<file path="config.mk">
export PLATFORM = sky130hd
export DESIGN_NAME = lab_front
export DESIGN_NICKNAME = d
export VERILOG_FILES = /design/src/rtl/lab_pkg.sv /design/src/rtl/lab_front.sv
export SDC_FILE = /design/constraint.sdc
export NUM_CORES = 1
export LEC_CHECK = 0
export ABC_AREA = 1
export BUFFER_PORTS_ARGS = -buffer_cell sky130_fd_sc_hd__buf_2
export CORE_MARGIN = 8
export CORE_UTILIZATION = 42
export DETAILED_ROUTE_END_ITERATION = 8
export PLACE_DENSITY_LB_ADDON = 0.12
export SKIP_LAST_GASP = 1
export SLEW_MARGIN = 20
export SYNTH_ARGS = -nofsm -noshare
export SYNTH_HDL_FRONTEND = slang
export SYNTH_SLANG_ARGS = --single-unit
</file>
<file path="constraint.sdc">
create_clock -name clk_i -period 18.9 [get_ports clk_i]
set_input_delay 4.725 -clock clk_i [delete_from_list [all_inputs] [get_ports clk_i]]
set_output_delay 4.725 -clock clk_i [all_outputs]
set_load 0.01 [all_outputs]
</file>
<file path="src/rtl/lab_pkg.sv">
// ----------------------------------------------------------------------------
// lab_pkg: shared types for the look-at basis block
// Transaction payloads, the queued job record and the engine state codes.
// ----------------------------------------------------------------------------
`default_nettype none

package lab_pkg;

  typedef struct packed {
    logic signed [31:0] eye_x;
    logic signed [31:0] eye_y;
    logic signed [31:0] eye_z;
    logic signed [31:0] target_x;
    logic signed [31:0] target_y;
    logic signed [31:0] target_z;
    logic signed [31:0] upvec_x;
    logic signed [31:0] upvec_y;
    logic signed [31:0] upvec_z;
  } in_t;

  typedef struct packed {
    logic signed [31:0] side_x;
    logic signed [31:0] side_y;
    logic signed [31:0] side_z;
    logic signed [31:0] true_up_x;
    logic signed [31:0] true_up_y;
    logic signed [31:0] true_up_z;
    logic signed [31:0] back_x;
    logic signed [31:0] back_y;
    logic signed [31:0] back_z;
    logic               forward_degenerate;
    logic               side_degenerate;
  } out_t;

  // Classified job: full-precision forward difference, the up vector and a zero-forward flag.
  typedef struct packed {
    logic signed [32:0] fwd_x;
    logic signed [32:0] fwd_y;
    logic signed [32:0] fwd_z;
    logic signed [31:0] up_x;
    logic signed [31:0] up_y;
    logic signed [31:0] up_z;
    logic               fwd_zero;
  } job_t;

  typedef enum logic [3:0] {
    S_IDLE,
    S_MAG,
    S_SHIFT,
    S_SQ,
    S_SQRT,
    S_DSET,
    S_DIV,
    S_DFIN,
    S_CROSS,
    S_DONE
  } state_e;

  typedef enum logic {
    PH_FWD,
    PH_SIDE
  } phase_e;

endpackage

`default_nettype wire

</file>
<file path="src/rtl/lab_front.sv">
// ----------------------------------------------------------------------------
// lab_front: input stage
// Accepts a transaction, forms the forward difference and flags a zero one.
// ----------------------------------------------------------------------------
`default_nettype none

module lab_front (
  input  wire logic          clk_i,
  input  wire logic          rst_ni,
  input  wire logic          in_valid_i,
  output logic               in_stall_o,
  input  wire lab_pkg::in_t  in_data_i,
  input  wire logic          fifo_full_i,
  output logic               job_valid_o,
  output lab_pkg::job_t      job_o
);

  logic          hold_valid_q, hold_valid_d;
  lab_pkg::job_t hold_q, hold_d;
  logic          accept;
  logic          push;

  assign push       = hold_valid_q && !fifo_full_i;
  assign in_stall_o = hold_valid_q && fifo_full_i;
  assign accept     = in_valid_i && !in_stall_o;

  always_comb begin
    hold_valid_d = accept || (hold_valid_q && !push);
    hold_d       = hold_q;
    if (accept) begin
      hold_d.fwd_x = {in_data_i.target_x[31], in_data_i.target_x}
                   - {in_data_i.eye_x[31], in_data_i.eye_x};
      hold_d.fwd_y = {in_data_i.target_y[31], in_data_i.target_y}
                   - {in_data_i.eye_y[31], in_data_i.eye_y};
      hold_d.fwd_z = {in_data_i.target_z[31], in_data_i.target_z}
                   - {in_data_i.eye_z[31], in_data_i.eye_z};
      hold_d.up_x  = in_data_i.upvec_x;
      hold_d.up_y  = in_data_i.upvec_y;
      hold_d.up_z  = in_data_i.upvec_z;
      hold_d.fwd_zero = (in_data_i.target_x == in_data_i.eye_x)
                     && (in_data_i.target_y == in_data_i.eye_y)
                     && (in_data_i.target_z == in_data_i.eye_z);
    end
  end

  always_ff @(posedge clk_i or negedge rst_ni) begin
    if (!rst_ni) begin
      hold_valid_q <= 1'b0;
    end else begin
      hold_valid_q <= hold_valid_d;
    end
  end

  always_ff @(posedge clk_i) begin
    hold_q <= hold_d;
  end

  assign job_valid_o = hold_valid_q;
  assign job_o       = hold_q;

endmodule

`default_nettype wire

</file>
* Yosys cells after proc, flatten, opt, wreduce, memory -nomap -nowiden
Cells that the tools add are included.
Storage, ports and cells: word-level logic and storage cells 24, bits of input ports 292, output and inout port bits 198, flip-flop bits (word level) 197
Cells by class: reductions and logical operators 10, add/sub/neg operators 3, equality and inequality tests 3
Operator list (number):
- subtractor 32 x 32 -> 33 bit | 3
- equality test 32 bit | 3
- logical AND 1 bit | 6
- zero test 1 bit | 3
- logical OR 1 bit | 1

* Longest topological paths before layout
depth after elaboration 5, gate-level depth with buffers 14

* Worst setup path before layout
Ideal clock, no wire load.
path kind in2reg, start point input fifo_full_i, end point register hold_q, in the netlist job_o[0] (enable), path buffers 0, slack 5.141 ns, library setup time 0.755 ns, stages 3, arrival time 13.004 ns, path through nand2_1 inv_1 nor2_1
Between the ends: cells in the longest elaborated chain, start to end 3
RTL lines:
- start, declared | RTL line lab_front.sv:13 | input wire logic fifo_full_i,
- logical AND 1 bit | RTL line lab_front.sv:24 | assign in_stall_o = hold_valid_q && fifo_full_i;
- net in_stall_o | RTL line lab_front.sv:11 | output logic in_stall_o,
- zero test 1 bit | RTL line lab_front.sv:25 | assign accept = in_valid_i && !in_stall_o;
- logical AND 1 bit | RTL line lab_front.sv:25
- net accept | RTL line lab_front.sv:20 | logic accept;
- end signal, assigned | RTL line lab_front.sv:55 | hold_q <= hold_d;
- end, declared | RTL line lab_front.sv:19 | lab_pkg::job_t hold_q, hold_d;
The timed path passes the listed nets, and every way through them passes these cells. A chain may end at the register's enable or synchronous reset.

* Final worst setup path
start point input fifo_full_i, end point output in_stall_o
Between the ends: cells in the longest elaborated chain, start to end 1
RTL lines (RTL line):
- logical AND 1 bit | lab_front.sv:24
- end, declared | lab_front.sv:11
Every way passes these cells.

==> out/results.ini <==
[run_status]
status=complete, no violations

[placement]
hpwl_mm=39.1
place_area_sq_mm=0.0168
place_congestion=0.939
io_buffer_count=489

[global_routing]
grt_usage=0.228
antenna_found_initial=8
grt_max_degree=74
grt_first_pass_wirelength_mm=69.1
grt_pass1_vias=12800
grt_overflow=0

[clock_tree]
cts_setup_buffers=0
clk_pin_slew_ns=0.08
cts_buffer_depth=2
cts_buffers=17
cts_hold_buffers=0
cts_resized=0
cts_tree=built
cts_max_level=4
clock_latency_ns=0.46
clkSinkCount=197
cts_root_buffer=clkbuf_16

[setup_path]
endpoint_kind=output pin
cp_slowest_cell=buf_2
arrival_ns=5.11
cp.required_ns=14.18
reg2reg_depth=5
cp-start-kind=input pin
worst-setup-path-type=in -> out
cp_common_cell=buf_2
max_stage_delay_ns=0.15
crit_path_max_fanout=2
crit_chain=buf_2, nand2_1, inv_1, buf_2
cp.depth=4
worst-path-buf-inv=3
cp_top_family=buffers and inverters

[timing]
skew_ns=0.0126
fin_crit_ns=9.84
fin_hold_ws_ns=0.512
finalSetupViolCount=0
grt_setup_unrepaired=no
slew_viol_final=0
maxSlewHeadroom=0.371
tns_ns=0
finalHoldViolations=0
fmax_mhz=102
worstMarginPinSlew_ns=0.943
fin_crit_sh=0.521

[cells_and_area]
drive_above_1_share=0.234
fin_nets=2785
layout_common_cells=nand2_1, buf_2, inv_1, edfxtp_1, nor2_1
final_area_sq_mm=0.0174
num-fill-cells=3263
mostFrequentLayoutCell=nand2_1
area_delta_synth_final_pct=26.8
utilization=0.539

[synth]
synth_cell_types=22
synth_area_per_cell_sq_um=7.29
seq_area_frac_synth=0.430
synthCells=1885
synth_fp_nets=2276
syn_area_sq_mm=0.0137
yosysWarnings=0
synth-seq-cells=197

[floorplan]
core_area_sq_mm=0.0324
pin_count=490
fp-row-count=66
die_area_sq_mm=0.0388
start_util=0.425
die_h_microns=197
fp.dieW_microns=197

[routing]
drt_wl_total_mm=45.6
via_per_inst=4.54
first_iter_violations=764
dr.pass1.iters=5
dr_total_vias=13000
avgRoutedWirePerCell_microns=16.0
ant_nets=0
drc=0

[job]
drv_cap=0

[power_and_ir_drop]
p_per_area_mw_per_mm2=73.4
peakVddDrop_mv=0.0620
p_total_mw=1.28
leakage_nw=10.2

[worst_hold_path]
min_path_type=reg -> reg
hold_path_depth=2

==> synth_stat cells <==
library cell,instances,share of area
nand3_1,71,0.026
a21o_1,3,0.0016
and2_1,6,0.0027
fa_1,3,0.0044
nand3_2,4,0.0029
inv_1,476,0.13
nor2_1,122,0.033
nor4_2,1,0.00091
xor2_1,38,0.024
nor2_2,5,0.0023
nand2_2,29,0.013
edfxtp_1,196,0.43
a21oi_1,62,0.023
xnor2_1,7,0.0045
nand4_1,13,0.0059
or2_1,4,0.0018
dfrtp_1,1,0.0018
nand2_1,736,0.20
buf_4,2,0.0011
nor3_1,7,0.0025
ha_1,96,0.087
o21bai_1,3,0.0016
==> worst reg2reg max path, stage by stage (launching register included) <==
cell	delay [ns]
dfrtp_1	0.39
nand2_1	0.08
inv_1	0.07
nor2_4	0.13
buf_4	0.70
buf_4	0.79
==> cells by family (layout without fill, tap and decap cells) <==
family,after synthesis,in the layout,synth area share
AOI/OAI and AO/OA,68,68,0.0259
adders and majority gates,99,99,0.0918
DFF,197,197,0.430
buffers and inverters,478,1000,0.131
xor gates and xnor gates,45,45,0.0287
other,0,6,0
and+or+nand+nor,998,998,0.293
==> through the flow <==
step | instances | setup WS, ns
6_report | 2855 | 9.06
2_1_floorplan | 1885 | 5.14
5_1_grt | 2853 | 9.01
3_5_place_dp | 2817 | 9.06
3_3_place_gp | 2817 | 9.05
4_1_cts | 2849 | 9.06
==> routing by layer <==
layer	vias to the layer above	part of all wire	track usage
met4	2	0.022	0.0630
met3	52	0.072	0.0481
li1	6732	-	-
met2	422	0.50	0.415
met5	-	0.00020	0
met1	5753	0.40	0.267
==> worst paths after layout <==
path	slack (ns)	from	end
max	9.06	fifo_full_i	in_stall_o
max reg2reg	16.34	job_valid_o$_DFF_PN0_	job_o[107]$_DFFE_PP_
min in group asynchronous	4.04	rst_ni	job_valid_o$_DFF_PN0_
min	0.51	job_valid_o$_DFF_PN0_	job_valid_o$_DFF_PN0_
max in group asynchronous	14.78	rst_ni	job_valid_o$_DFF_PN0_
min reg2reg	0.51	job_valid_o$_DFF_PN0_	job_valid_o$_DFF_PN0_
==> final cells by class <==
cell class	count	area [sq um]	share of cell area
multi-input cells	1210	6040	0.346
flip-flops and latches	197	5910	0.339
repair buffers	492	2470	0.142
inverters	476	1790	0.102
well taps	442	553	0.0317
clock buffers	17	425	0.0244
clock inverters	15	234	0.0134
diodes	6	15.0	0.000861
==> registers in the layout (all words and copies together) (netlist names) <==
register     flops
job_o          196
job_valid_o      1
==> where the power goes <==
part	switching [mW]	internal, mW
clock network	0.212	0.190
registers	0.00973	0.530
logic	0.214	0.124
total	0.436	0.845
No activity file was read; power rests on OpenSTA's default activity.
