===== src/rtl/lab_pkg.sv =====
// ----------------------------------------------------------------------------
// lab_pkg: shared types for the look-at basis block
// Transaction payloads, the queued job record and the engine state codes.
// ----------------------------------------------------------------------------
`default_nettype none

package lab_pkg;

  typedef struct packed {
    logic signed [31:0] eye_x;
    logic signed [31:0] eye_y;
    logic signed [31:0] eye_z;
    logic signed [31:0] target_x;
    logic signed [31:0] target_y;
    logic signed [31:0] target_z;
    logic signed [31:0] upvec_x;
    logic signed [31:0] upvec_y;
    logic signed [31:0] upvec_z;
  } in_t;

  typedef struct packed {
    logic signed [31:0] side_x;
    logic signed [31:0] side_y;
    logic signed [31:0] side_z;
    logic signed [31:0] true_up_x;
    logic signed [31:0] true_up_y;
    logic signed [31:0] true_up_z;
    logic signed [31:0] back_x;
    logic signed [31:0] back_y;
    logic signed [31:0] back_z;
    logic               forward_degenerate;
    logic               side_degenerate;
  } out_t;

  // Classified job: full-precision forward difference, the up vector and a zero-forward flag.
  typedef struct packed {
    logic signed [32:0] fwd_x;
    logic signed [32:0] fwd_y;
    logic signed [32:0] fwd_z;
    logic signed [31:0] up_x;
    logic signed [31:0] up_y;
    logic signed [31:0] up_z;
    logic               fwd_zero;
  } job_t;

  typedef enum logic [3:0] {
    S_IDLE,
    S_MAG,
    S_SHIFT,
    S_SQ,
    S_SQRT,
    S_DSET,
    S_DIV,
    S_DFIN,
    S_CROSS,
    S_DONE
  } state_e;

  typedef enum logic {
    PH_FWD,
    PH_SIDE
  } phase_e;

endpackage

`default_nettype wire


===== src/rtl/lab_fifo.sv =====
// ----------------------------------------------------------------------------
// lab_fifo: two-entry job queue
// Decouples the input stage from the compute engine.
// ----------------------------------------------------------------------------
`default_nettype none

module lab_fifo (
  input  wire logic          clk_i,
  input  wire logic          rst_ni,
  input  wire logic          push_i,
  input  wire lab_pkg::job_t data_i,
  output logic               full_o,
  input  wire logic          pop_i,
  output logic               valid_o,
  output lab_pkg::job_t      data_o
);

  lab_pkg::job_t mem_q [2];
  logic          wr_ptr_q;
  logic          rd_ptr_q;
  logic [1:0]    count_q;
  logic          do_push;
  logic          do_pop;

  assign full_o  = (count_q == 2'd2);
  assign valid_o = (count_q != 2'd0);
  assign data_o  = mem_q[rd_ptr_q];
  assign do_push = push_i && !full_o;
  assign do_pop  = pop_i && valid_o;

  always_ff @(posedge clk_i or negedge rst_ni) begin
    if (!rst_ni) begin
      wr_ptr_q <= 1'b0;
      rd_ptr_q <= 1'b0;
      count_q  <= 2'd0;
    end else begin
      if (do_push) wr_ptr_q <= !wr_ptr_q;
      if (do_pop)  rd_ptr_q <= !rd_ptr_q;
      case ({do_push, do_pop})
        2'b10:   count_q <= count_q + 2'd1;
        2'b01:   count_q <= count_q - 2'd1;
        default: count_q <= count_q;
      endcase
    end
  end

  always_ff @(posedge clk_i) begin
    if (do_push) mem_q[wr_ptr_q] <= data_i;
  end

endmodule

`default_nettype wire


===== config.mk =====
export PLATFORM = sky130hd
export DESIGN_NAME = lab_fifo
export DESIGN_NICKNAME = d
export VERILOG_FILES = /design/src/rtl/lab_pkg.sv /design/src/rtl/lab_fifo.sv
export SDC_FILE = /design/constraint.sdc
export NUM_CORES = 1
export LEC_CHECK = 0
export BUFFER_PORTS_ARGS = -buffer_cell sky130_fd_sc_hd__buf_2
export CORE_UTILIZATION = 50
export CTS_CLUSTER_SIZE = 14
export DETAILED_ROUTE_END_ITERATION = 10
export PLACE_DENSITY_LB_ADDON = 0.08
export SETUP_SLACK_MARGIN = 0.4
export SLEW_MARGIN = 20
export SYNTH_ARGS = -nofsm -noshare
export SYNTH_HDL_FRONTEND = slang
export SYNTH_SLANG_ARGS = --single-unit
export TNS_END_PERCENT = 5

===== constraint.sdc =====
create_clock -name clk_i -period 24.9 [get_ports clk_i]
set_clock_uncertainty 0.2 [all_clocks]
set_input_delay 4.98 -clock clk_i [delete_from_list [all_inputs] [get_ports clk_i]]
set_output_delay 4.98 -clock clk_i [all_outputs]
set_load 0.02 [all_outputs]

# Word-level counts from Yosys, hierarchy flattened
# Memories as Yosys holds them, arrays and structs flattened.
# Cells that the tools add are included.
[word_totals]
regBits = 4
ram_bits = 392
input_bits = 200
output_inout_bits = 198
wordCells = 19
n_memories = 1
[op_classes]
n_addsub = 2
eq_ne = 3
n_mux = 3
n_reduce_logical = 7
[memory_table]
columns = ["name", "words", "width", "read_ports", "rd_clocked_by_memory_dff", "write_ports", "line_no", "rtl"]
rows = [
  ["mem_q", 2, 196, 1, 0, 1, "lab_fifo.sv:18", "lab_pkg::job_t mem_q [2];"],
]
[ops]
columns = ["op", "count"]
rows = [
  ["== test 2 bit (second input constant)", 2],
  ["one-hot mux 2 bit (2 select lines)", 1],
  ["nonzero test 2 bit", 2],
  ["logical NOT 1 bit", 3],
  ["adder 2 x 1 -> 2 bit (second input constant)", 1],
  ["== test 2 x 1 -> 1 bit (second input constant)", 1],
  ["logical AND 1 bit", 2],
  ["2-to-1 mux 1 bit", 2],
  ["subtractor 2 x 1 -> 2 bit (second input constant)", 1],
]

# Longest topological paths before layout
# Gate-level depths: netlist (run 1).
[depth]
depth_word = 5
mapped_depth = 6
mapped_depth_nobuf = 6

# Least setup slack after synthesis (run 1)
# OpenSTA, ideal clock, no wires.
[synth_path]
path_type = "input -> register"
start = "input port push_i"
end = "memory mem_q[0][0] (netlist bit) (enable)"
setup_time_ns = 0.755
t_arrival_ns = 13.201
t_required_ns = 23.945
setup_slack_ns = 10.744
path_stages = 2
n_path_buf = 0
cell_sequence = "nand2_1 > nor2_1"
[synth_between]
elab_chain_len = 3
[synth_rtl]
columns = ["element", "line_no", "rtl"]
rows = [
  ["start: declaration", "lab_fifo.sv:10", "input wire logic push_i,"],
  ["logical AND 1 bit", "lab_fifo.sv:28", "assign do_push = push_i && !full_o;"],
  ["2-to-1 mux 1 bit", "lab_fifo.sv:48", "if (do_push) mem_q[wr_ptr_q] <= data_i;"],
  ["2-to-1 mux 1 bit (not written as such)", "lab_fifo.sv:48", ""],
  ["end: declaration", "lab_fifo.sv:18", ""],
]
# No other way between the ends.

==> metrics, run 1 <==
status finished clean; Resize count post-CTS 0; Period Utilization, post-route 0.321; htree depth 2; CTS Buffer Depth 3; kind of critical path register to output pin; Core Area 29000 µm²; drt pass-1 iters 4; sequential share of the synthesized area 0.798; grt ovf 0; largest cells by area after synthesis edfxtp_1, mux2_4, mux2_2; post-route cell area 18500 µm²; vias per cell 4.95; Synth Warn # 0; std cell rows 62; share of layout cells above drive strength 1 0.606; RSZ-0062 raised after global routing no; Die Footprint 30400 µm²; minimum clock period 8000 ps; ANT nets after route 0; nature of the critical path endpoint output pin; Worst Path Required 19720 ps; CTS Buf Count 42; setup TNS 0 ps; WHS 311 ps; hold bufs inserted after CTS 0; number of port buffers 397; Worst-Margin Slew 1070 ps; GR Util All Layers 0.189; Routability Congestion 0.760; syn nets 829; number of nets in the layout 1257; Layout fillers 2089; CTS root buffer clkbuf_16; # setup viols final 0; Die Y 174 µm; most frequent cells in the layout buf_2, edfxtp_1, mux2_4; Detail Placement HPWL 19.3 mm; Mapped Avg Cell Area 23.7 µm²; I/O Pins 398; final wirelength 29.1 mm; CTS tree built; clk sinks 396; WP data arrival 2820 ps; Fin. Hold Viols 0; 1st-iter DRT viols 455; die width 174 µm; Sequential cell area 11900 µm²; vias 7289; Max FO, Critical Path 56; Post-Syn Area 14900 µm²; DRC 0; Startpoint Class register; vias in the first global route 7588; VDD IR max 0.0867 mV; Hold Crit Class register to register; Post-Synthesis Cells 628; Area after DPL 17200 µm²; antenna violations before repair 9; pin count of the biggest net entering global routing 82; initial core utilization 0.513; PwrDens 125 nW/µm²; Area Growth Syn to Fin 24.4%; Final Max Tran Viols 0; Rel. slew slack 0.289; FF+latch count, synth 396; max_cap viols 0; drt wl/cell 19.8 µm; Synth cell types 16; worst skew pair latency 520 ps; most common cell after layout, fill and taps aside buf_2; Fmax 125 MHz; Setup Fix Bufs, Post-CTS 0; area fraction of the dominant cell type after synthesis 0.791; Multi-input gate area 2800 µm²; first-pass GRT wire length 43.2 mm; register clock-pin slew on the reported worst setup and hold paths 60 ps; post-synth top area cell edfxtp_1; leakage 7.29 nW
==> registers in the layout, summed over array words and instances (netlist names) <==
| register | count |
|---|---|
| wr_ptr_q | 1 |
| mem_q | 392 |
| rd_ptr_q | 1 |
| count_q | 2 |
==> logic make-up (layout without fill, tap and decap cells) <==
kind of cell	after synthesis	in the layout	share of synthesized area
multiplexers	196	196	0.181
adder cells (fa/ha/maj)	1	1	0.000841
XOR/XNOR	5	5	0.00294
flip-flops	396	396	0.798
buffers and inverters	23	477	0.0144
AND/OR/NAND/NOR	7	7	0.00244
other	0	6	0
==> worst max-delay path, stage by stage, from the launching register on <==
cell and delay, ps:
dfrtp_4 760, buf_4 920, mux2_2 410, buf_2 170
==> metal layers <==
metal  global-route usage  share of wire
met1                0.224           0.38
met2                0.321           0.51
met3               0.0623          0.087
met4               0.0709          0.026
met5                    0         0.0010
==> synthesized netlist by cell type (all sizes together) <==
cell type  count
buf           22
ha             1
nand2          1
xor2           2
or2            1
nor2           2
and3           1
dfrtp          4
nand2b         1
mux2         196
edfxtp       392
xnor2          3
and2           1
inv            1
==> stage by stage <==
step	cells	total power, mW	setup WS [ps]	util
floorplan	628	1.59	10740	-
global placement	1394	1.78	16760	0.593
detailed placement	1395	1.79	17140	0.594
CTS	1465	2.35	16830	0.636
global route	1470	2.42	16750	0.638
finish	1472	2.32	16900	0.638
==> final timing paths <==
kind	depth (start not counted)	startpoint	slack, ps	endpoint
min	1	count_q[1]$_DFFE_PN0P_	310	count_q[1]$_DFFE_PN0P_
min in group asynchronous	1	rst_ni	4050	wr_ptr_q$_DFFE_PN0P_
min reg2reg	1	count_q[1]$_DFFE_PN0P_	310	count_q[1]$_DFFE_PN0P_
max	3	rd_ptr_q$_DFFE_PN0P_	16900	data_o[195]
max reg2reg	5	count_q[0]$_DFFE_PN0P_	21960	mem_q[0][81]$_DFFE_PP_
max in group asynchronous	1	rst_ni	20310	rd_ptr_q$_DFFE_PN0P_
==> report_power, final <==
| part | switching (mW) | internal (mW) | total (mW) |
|---|---|---|---|
| registers | 0.0446 | 0.913 | 0.957 |
| logic | 0.467 | 0.338 | 0.805 |
| clock network | 0.231 | 0.327 | 0.557 |
| total | 0.742 | 1.58 | 2.32 |
==> area by class of cell <==
type                    instances  share of cell area
clock buffers                  57              0.0633
diodes                          6            0.000811
well taps                     384              0.0260
multi-input cells             209               0.151
repair buffers                406               0.114
flip-flops and latches        396               0.642
inverters                       1            0.000203
clock inverters                13             0.00318
Note: power is estimated with default switching activity, not from simulation.
==> inputs of run 2 (changes only) <==
--- a/config.mk
+++ b/config.mk
@@ -5,8 +5,9 @@
 export SDC_FILE = /design/constraint.sdc
 export NUM_CORES = 1
 export LEC_CHECK = 0
+export ABC_AREA = 1
 export BUFFER_PORTS_ARGS = -buffer_cell sky130_fd_sc_hd__buf_2
-export CORE_UTILIZATION = 50
+export CORE_UTILIZATION = 47
 export CTS_CLUSTER_SIZE = 14
 export DETAILED_ROUTE_END_ITERATION = 10
 export PLACE_DENSITY_LB_ADDON = 0.08
==> constraint.sdc (replaced) <==
create_clock -name clk_i -period 7.1 [get_ports clk_i]
set_clock_uncertainty 0.2 [all_clocks]
set_input_delay 1.42 -clock clk_i [delete_from_list [all_inputs] [get_ports clk_i]]
set_output_delay 1.42 -clock clk_i [all_outputs]
set_load 0.02 [all_outputs]
==> run 2 against run 1 <==
Compared with the run above: sequential share of layout area is 1.6 points higher; largest cell class unchanged; highest routed layer unchanged; clock power grew to 3.6 times the previous value; critical path type unchanged; wire length is 9.8% higher; combinational power grew to 3.5 times the previous value; die area is 3.6% higher; register-to-register slack worse by 18000 ps.
==> metrics, run 2 <==
worst reg2reg endpoint mem_q[0][112]$_DFFE_PP_; Post-Syn Area 14500 µm² (-2.6%); antenna violations before repair 9 (unchanged); status finished clean; post-synth top area cell edfxtp_1; max reg flops 392 (unchanged); share of layout cells above drive strength 1 0.311 (-0.295); worst reg-to-reg setup slack 3990 ps (-17970 ps); Die Footprint 31500 µm² (+3.6%); vias 9050 (+24%); Routability Congestion 0.766 (+0.68%); RSZ-0062 raised after global routing no; Core Area 30000 µm² (+3.2%); WHS Endpoint count_q[1]$_DFFE_PN0P_; Area Growth Syn to Fin 24.6%; WHS 279 ps (-31.8 ps); leakage 7.77 nW (+6.7%); post-route cell area 18100 µm² (-2.5%); kind of critical path register to output pin; clk sinks 396 (unchanged); final wirelength 32.0 mm (+9.8%); hold bufs inserted after CTS 0 (unchanged); largest cells by area after synthesis edfxtp_1, nand2_1, buf_2; CTS Buffer Depth 3 (unchanged); Synth Warn # 0 (unchanged); nature of the critical path endpoint output pin; Final Max Tran Viols 0 (unchanged); number of port buffers 397 (unchanged); CTS root buffer clkbuf_16; Most used DFF post-synth edfxtp_1; FF+latch count, synth 396 (unchanged); Hold Crit Class register to register; Max FO, Critical Path 141 (+150%); std cell rows 63 (+1.6%); number of enable flip-flop cells after synthesis 392 (unchanged); drt pass-1 iters 4 (unchanged); vias in the first global route 8667 (+14%); worst skew pair latency 520 ps (about the same); 1st-iter DRT viols 547 (+20%); ANT nets after route 0 (unchanged); Total Power 8.11 mW (+250%); register clock-pin slew on the reported worst setup and hold paths 60 ps (about the same); Startpoint Class register; Fmax 216 MHz; Period Utilization, post-route 0.652; WP data arrival 3010 ps (+190 ps); vias per cell 4.79 (-3.2%); first-pass GRT wire length 46.9 mm (+8.5%); area fraction of the dominant cell type after synthesis 0.813 (+0.0212); Post-Synthesis Cells 1055 (+68%); CTS tree built; syn nets 1256 (+52%); pin count of the biggest net entering global routing 143 (+74%); Area after DPL 16800 µm² (-2.7%); Setup Fix Bufs, Post-CTS 0 (unchanged); post-placement setup slack 2860 ps (-14280 ps); largest reg by FF count mem_q; # setup viols final 0 (unchanged); most frequent cells in the layout nand2_1, buf_2, edfxtp_1; Fin. Hold Viols 0 (unchanged); Synth cell types 14 (-2); Detail Placement HPWL 19.8 mm (+2.8%); Resize count post-CTS 0 (unchanged); Worst Path Required 5480 ps (-14240 ps); minimum clock period 4630 ps; I/O Pins 398 (unchanged); DRC 0 (unchanged); initial core utilization 0.484 (-0.0291); VDD IR max 0.310 mV (+260%); biggest regs mem_q: 392 flops, count_q: 2 flops; sequential share of the synthesized area 0.820 (+0.0214); Rel. slew slack 0.251 (-0.0384); fraction of registers with async set/reset 0.0101 (unchanged); R2R cell count 6 (+1); grt ovf 0 (unchanged); Die Y 178 µm (+1.8%); CTS Buf Count 41 (-2.4%); Post-synth top cells nand2_1, edfxtp_1, buf_2, buf_4, inv_1; GR Util All Layers 0.197 (+0.00788); number of nets in the layout 1660 (+32%); hold_sp count_q[1]$_DFFE_PN0P_; most common cell after layout, fill and taps aside nand2_1; drt wl/cell 16.9 µm (-14%); Worst Hold Depth 2 (+1); Worst-Margin Slew 1120 ps (+57.6 ps); setup TNS 0 ps (unchanged); final setup margin 2470 ps (-14430 ps); top-count cell post-synth nand2_1; max_cap viols 0 (unchanged); PwrDens 449 nW/µm² (+260%); Mapped Avg Cell Area 13.7 µm² (-42%); htree depth 2 (unchanged); die width 178 µm (+1.8%); R2R Path Start count_q[1]$_DFFE_PN0P_
-- run 2: cell count changes in the layout (fill, tap and decap cells not counted), sizes merged, moves of 2 or more --
cell    delta
mux2     -196
nand2    +597
clkinv     +4
inv        +8
nand3      +3
xor2       -2
xnor2      -2
buf        -2
-- run 2: worst max path at each step --
stage               slack [ps]  cells past startpoint               endpoint                  from
detailed placement        2860                      5              data_o[1]  rd_ptr_q$_DFFE_PN0P_
finish                    2470                      5              data_o[1]  rd_ptr_q$_DFFE_PN0P_
floorplan                 1050                      2  mem_q[0][0]$_DFFE_PP_                push_i
global route              2320                      5             data_o[27]  rd_ptr_q$_DFFE_PN0P_
global placement          2820                      5            data_o[187]  rd_ptr_q$_DFFE_PN0P_
CTS                       2280                      5              data_o[1]  rd_ptr_q$_DFFE_PN0P_
-- run 2: layout make-up --
type	instances	area, µm²
timing repair buffer	404	2070
fill	2442	11900
inverter	9	48.8
antenna	7	17.5
clock inverter	19	119
sequential	396	11900
tap	390	488
multi-input combinational	607	2310
clock buffer	56	1120
-- run 2: cells by family after synthesis --
| family | share of synthesized area |
|---|---|
| adders and majority gates | 0.000864 |
| xor gates and xnor gates | 0.000605 |
| buffers and inverters | 0.0217 |
| AOI/OAI and AO/OA | 0.000345 |
| and+or+nand+nor | 0.157 |
| DFF | 0.820 |
-- run 2: critical path, stage by stage (launching register included) --
cell and delay, ps:
dfrtp_4 620, inv_8 560, buf_4 660, nand2_1 120, nand2_1 110, buf_2 170
-- run 2: per-layer routing --
layer | track usage | up-vias | wire length [µm]
met5 | 0 | - | 21
met4 | 0.0780 | 4 | 870
met3 | 0.0583 | 64 | 3080
met2 | 0.321 | 372 | 15400
met1 | 0.248 | 4227 | 12600
li1 | - | 4383 | -
-- run 2: where the power goes --
part           internal [mW]  switching, mW
Clock                   1.15          0.829
Sequential              3.20          0.135
Combinational          0.737           2.07
Total                   5.08           3.04
-- run 2: stage by stage --
step	std cells	utilization
2_1_floorplan	1055	-
3_3_place_gp	1805	0.560
6_report	1888	0.603
4_1_cts	1880	0.601
3_5_place_dp	1805	0.560
5_1_grt	1887	0.603
